===== src/rtl/txcw_pkg.sv =====
`timescale 1ns / 1ps
`default_nettype none
// ----------------------------------------------------------------------------
// txcw_pkg
// Types, codes and constants shared by the text console writer modules.
// ----------------------------------------------------------------------------
package txcw_pkg;

  localparam int unsigned COLUMNS_DEF = 80;
  localparam int unsigned ROWS_DEF    = 25;

  localparam int unsigned CELL_W = 16;
  localparam int unsigned ATTR_W = 8;
  localparam int unsigned CHAR_W = 8;
  localparam int unsigned IDX_W  = 11;

  localparam logic [ATTR_W-1:0] RESET_ATTR = 8'h07;
  localparam logic [CHAR_W-1:0] SPACE_CODE = 8'h20;
  localparam int unsigned       TAB_STEP   = 8;

  localparam logic [CHAR_W-1:0] CHAR_TAB = 8'd9;
  localparam logic [CHAR_W-1:0] CHAR_NL  = 8'd10;
  localparam logic [CHAR_W-1:0] CHAR_CR  = 8'd13;

  typedef enum logic [1:0] {
    MODE_PUT   = 2'd0,
    MODE_BACK  = 2'd1,
    MODE_CLEAR = 2'd2,
    MODE_READ  = 2'd3
  } mode_e;

  typedef struct packed {
    logic [1:0]        mode;
    logic [CHAR_W-1:0] char_code;
    logic [IDX_W-1:0]  cell_index;
  } in_item_t;

  typedef struct packed {
    logic [IDX_W-1:0]  cursor_position;
    logic [CELL_W-1:0] cell_value;
  } out_item_t;

  // Controller to datapath.
  typedef struct packed {
    logic load_item;
    logic exec_put;
    logic bs_move;
    logic bs_write;
    logic clear_start;
    logic sweep_write;
    logic blank_rst;
    logic read_issue;
    logic out_load;
  } txcw_cmd_t;

  // Datapath to controller.
  typedef struct packed {
    logic [1:0] mode;
    logic       put_scroll;
    logic       sweep_last;
    logic       out_free;
  } txcw_status_t;

endpackage
`default_nettype wire


===== src/rtl/txcw_ctrl.sv =====
`timescale 1ns / 1ps
`default_nettype none
// ----------------------------------------------------------------------------
// txcw_ctrl
// Sequencer of the text console writer: takes an item, steps the datapath
// through its mode and hands the result to the output register.
// ----------------------------------------------------------------------------
module txcw_ctrl (
  input  wire logic                   clk_i,
  input  wire logic                   rst_ni,
  input  wire logic                   in_valid_i,
  output logic                        in_ready_o,
  input  wire txcw_pkg::txcw_status_t status_i,
  output txcw_pkg::txcw_cmd_t         cmd_o
);

  import txcw_pkg::*;

  typedef enum logic [2:0] {
    S_INIT,
    S_IDLE,
    S_EXEC,
    S_BS_WR,
    S_SWEEP,
    S_DONE
  } state_e;

  state_e state_q, state_d;

  always_comb begin
    state_d = state_q;
    cmd_o   = '0;
    unique case (state_q)
      S_INIT: begin
        // Reset fill of the screen with the power-on blank.
        cmd_o.sweep_write = 1'b1;
        cmd_o.blank_rst   = 1'b1;
        if (status_i.sweep_last) begin
          state_d = S_IDLE;
        end
      end
      S_IDLE: begin
        if (in_valid_i) begin
          cmd_o.load_item = 1'b1;
          state_d         = S_EXEC;
        end
      end
      S_EXEC: begin
        unique case (mode_e'(status_i.mode))
          MODE_PUT: begin
            cmd_o.exec_put = 1'b1;
            state_d        = status_i.put_scroll ? S_SWEEP : S_DONE;
          end
          MODE_BACK: begin
            cmd_o.bs_move = 1'b1;
            state_d       = S_BS_WR;
          end
          MODE_CLEAR: begin
            cmd_o.clear_start = 1'b1;
            state_d           = S_SWEEP;
          end
          MODE_READ: begin
            cmd_o.read_issue = 1'b1;
            state_d          = S_DONE;
          end
        endcase
      end
      S_BS_WR: begin
        cmd_o.bs_write = 1'b1;
        state_d        = S_DONE;
      end
      S_SWEEP: begin
        cmd_o.sweep_write = 1'b1;
        if (status_i.sweep_last) begin
          state_d = S_DONE;
        end
      end
      S_DONE: begin
        if (status_i.out_free) begin
          cmd_o.out_load = 1'b1;
          state_d        = S_IDLE;
        end
      end
      default: begin
        state_d = S_IDLE;
      end
    endcase
  end

  always_ff @(posedge clk_i or negedge rst_ni) begin
    if (!rst_ni) begin
      state_q <= S_INIT;
    end else begin
      state_q <= state_d;
    end
  end

  assign in_ready_o = (state_q == S_IDLE);

endmodule
`default_nettype wire


===== config.mk =====
export PLATFORM = sky130hd
export DESIGN_NAME = txcw_ctrl
export DESIGN_NICKNAME = d
export VERILOG_FILES = /design/src/rtl/txcw_pkg.sv /design/src/rtl/txcw_ctrl.sv
export SDC_FILE = /design/constraint.sdc
export NUM_CORES = 1
export LEC_CHECK = 0
export BUFFER_PORTS_ARGS = -buffer_cell sky130_fd_sc_hd__buf_4
export CORE_AREA = 2 2 39 41
export CTS_CLUSTER_SIZE = 25
export DETAILED_ROUTE_END_ITERATION = 12
export DIE_AREA = 0 0 41 43
export GPL_TIMING_DRIVEN = 0
export SLEW_MARGIN = 20
export SYNTH_ARGS = -nofsm -noshare
export SYNTH_HDL_FRONTEND = slang
export SYNTH_SLANG_ARGS = --single-unit

===== constraint.sdc =====
create_clock -name clk_i -period 1 [get_ports clk_i]
set_clock_uncertainty 0.1 [all_clocks]
set_input_delay 0.15 -clock clk_i [delete_from_list [all_inputs] [get_ports clk_i]]
set_output_delay 0.15 -clock clk_i [all_outputs]
set_load 0.01 [all_outputs]

==> metrics.csv <==
stage,metric,value,unit
run_status,status,"finished, violations left",
run_status,violations,setup timing,
sta,hold_violations,0,
routing,vias,348,
power_and_ir_drop,powerDensity,2570,nW/um^2
synthesis,synth_cell_types,22,
worst_setup_path,crit-reg2reg-capture,state_q[2],
grt,grt_pass1_vias,341,
place,place_hpwl,541,um
sta,fin_crit,1550,ps
grt,overflow,0,
finish,top_register,state_q,
finish,area_growth,141,%
finish,fillCellCount,146,
cts,cts_buffers,3,
routing,drcViolationCount,0,
floorplan,core-area,1380,um^2
floorplan,initial_core_util,20.7,%
synthesis,syn-cell-area,287,um^2
routing,drt_first_pass_iters,4,
job,maxCapViolCount,0,
synthesis,yosysSeqAreaShare,26.2,%
finish,diodes,0,
synthesis,synth_top_cell_by_area,dfrtp_1,
worst_setup_path,path_class,flop to primary output,
place,portBuffers,17,
worst_setup_path,cp_max_fo,3,
synthesis,synth_area_leaders,"dfrtp_1, nor4bb_4, nor4b_4",
worst_hold_path,min_from,status_i[2],
worst_setup_path,path_cells,nor4b_4 > nor2b_4 > buf_6,
worst_setup_path,reg2reg_from,state_q[0],
worst_setup_path,crit_family,simple AND/OR/NAND/NOR gates,
worst_hold_path,whs_path_depth,3,
finish,fin_cells,78,
routing,via_per_inst,4.46,
finish,post-route-util,49.8,%
worst_setup_path,start_kind,flop,
finish,largest_register_ffs,3,
routing,met3WireLength,69,um
cts,cts_tree,done,
sta,worst_pin_slew,256,ps
cts,root_buffer,clkbuf_4,
power_and_ir_drop,p_leak,0.313,nW
routing,dr_wl_met2,495,um
synthesis,synth-seq-cells,3,
cts,clk_path_buf_depth,2,
floorplan,dieArea,1760,um^2
worst_setup_path,crit_slowest_cell,dfrtp_1,
grt,grtUsageTotal,13.3,%
floorplan,die_h,43,um
finish,fin_nets,71,
worst_setup_path,r2r_slack,-220,ps
sta,max_freq,645,MHz
routing,wl_per_cell,12.2,um
synthesis,synth_area_per_cell,9.55,um^2
sta,slew_headroom,82.9,%
sta,drv_slew,0,
sta,fin_tns_setup,-5230,ps
routing,wl_met1,367,um
place,place_area,487,um^2
routing,dr.max_layer_used,met4,
sta,finalWorstSetupSlack,-550,ps
worst_hold_path,min_to,state_q[0],
synthesis,synth_top_area_share,26.2,%
worst_setup_path,ff2ff_path_depth,4,
floorplan,io_pins,18,
finish,reg_top3,state_q x3,
sta,setup_viol_count_final,13,
worst_setup_path,arrival,1300,ps
sta,period_share,155,%
floorplan,die-width,41,um
grt,grt_start_max_net_pins,9,
worst_hold_path,hp-class,primary input to flop,
worst_setup_path,cpPeakStageDelay,420,ps
routing,drt-initial-drc-count,1,
finish,drive_gt1_share,82.3,%
floorplan,row_count,14,
routing,drt-total-wl,952,um
synthesis,syn-instance-count,30,
cts,path_clk_slew,40,ps
cts,cts.sinks,3,
routing,ant_nets,0,
finish,fin_area,689,um^2
place,post-place-cells,63,
grt,grt_pass1_wl,1510,um
worst_setup_path,crit_path_end_kind,primary output,
synthesis,syn_nets,38,
synthesis,ys_warn_count,0,
power_and_ir_drop,power.total,1.77,mW
cts,insertion_delay,240,ps
sta,rsz0062_at_grt,yes,
worst_setup_path,path_buf_inv,1,
power_and_ir_drop,vdd_ir_drop_max,0.878,mV
grt,antenna_found_initial,0,
cts,htreeDepth,1,
worst_setup_path,crit_required,750,ps
place,gp_congestion,0.708,
## power by group
part | leakage (nW) | switching, mW | internal, mW | total [mW]
Clock | 0.0150 | 0.0741 | 0.150 | 0.224
Combinational | 0.261 | 0.556 | 0.777 | 1.33
Sequential | 0.0366 | 0.0445 | 0.173 | 0.218
## tightest hold or removal path: stages
cell      delay [ps]
buf_4             70
or2_2             80
a211oi_1          60
## worst max path at each step
stage / from / to / depth (start not counted)
after global routing: state_q[0] / cmd_o[7] / 3
after floorplan: state_q[1] / cmd_o[7] / 3
after CTS: state_q[0] / cmd_o[7] / 3
after global placement: state_q[1] / cmd_o[7] / 4
after detailed placement: state_q[1] / cmd_o[7] / 4
final: state_q[0] / cmd_o[7] / 3
## cell type report
type | instances | area (um^2) | share of cell area (%)
flip-flops and latches | 3 | 75.1 | 10.9
plain buffers | 3 | 33.8 | 4.90
repair buffers | 28 | 258 | 37.4
inverters | 1 | 3.75 | 0.544
multi-input cells | 23 | 273 | 39.6
well taps | 16 | 20.0 | 2.90
clock buffers | 4 | 26.3 | 3.81
## what timing repair did
item	4_1_cts	5_1_grt
resized for setup	18	6
pin swaps	9	4
hold buffers	1	0
endpoints found under the setup margin	13	13
setup buffers	10	2
hold endpoints to repair	3	0
## metrics by stage
step | setup slack [ps] | hold WS, ps
after floorplan | -213 | -246
after global placement | -407 | -161
after detailed placement | -381 | -159
after CTS | -561 | 80.2
after global routing | -615 | 101
final | -550 | 75.2
## synth_stat cells
cell type  instances
a211oi_1           1
a21bo_2            1
a21oi_1            1
and2_1             1
and4_1             1
buf_2              1
buf_4              2
dfrtp_1            3
inv_1              1
nand2_1            1
nand2b_1           1
nand3b_1           1
nand4bb_1          1
nor2_1             3
nor2b_1            1
nor3_1             4
nor3b_1            1
nor4b_2            1
nor4b_4            1
nor4bb_4           1
o22ai_1            1
or2_2              1
## cells in the final DEF, fill, tap and decap left out, types with 2 or more instances in the layout
cell	count
buf_4	15
nor2_2	2
clkbuf_4	3
buf_6	15
dfrtp_1	3
nor3_2	4
nor4b_4	2
## per-layer routing
| metal | up-vias | global-route usage (%) |
|---|---|---|
| met2 | 18 | 21.3 |
| li1 | 171 | - |
| met1 | 157 | 14.6 |
| met3 | 2 | 2.09 |
| met4 | 0 | 10.0 |
| met5 | - | 0 |
## cells by family (layout without fill, tap and decap cells)
logic type	Yosys count	in the layout	share of synthesized area, %
simple gates	19	19	55.5
compound gates	4	4	10.0
buf+inv	4	36	8.29
flops	3	3	26.2
Note: power is estimated with default switching activity, not from simulation.
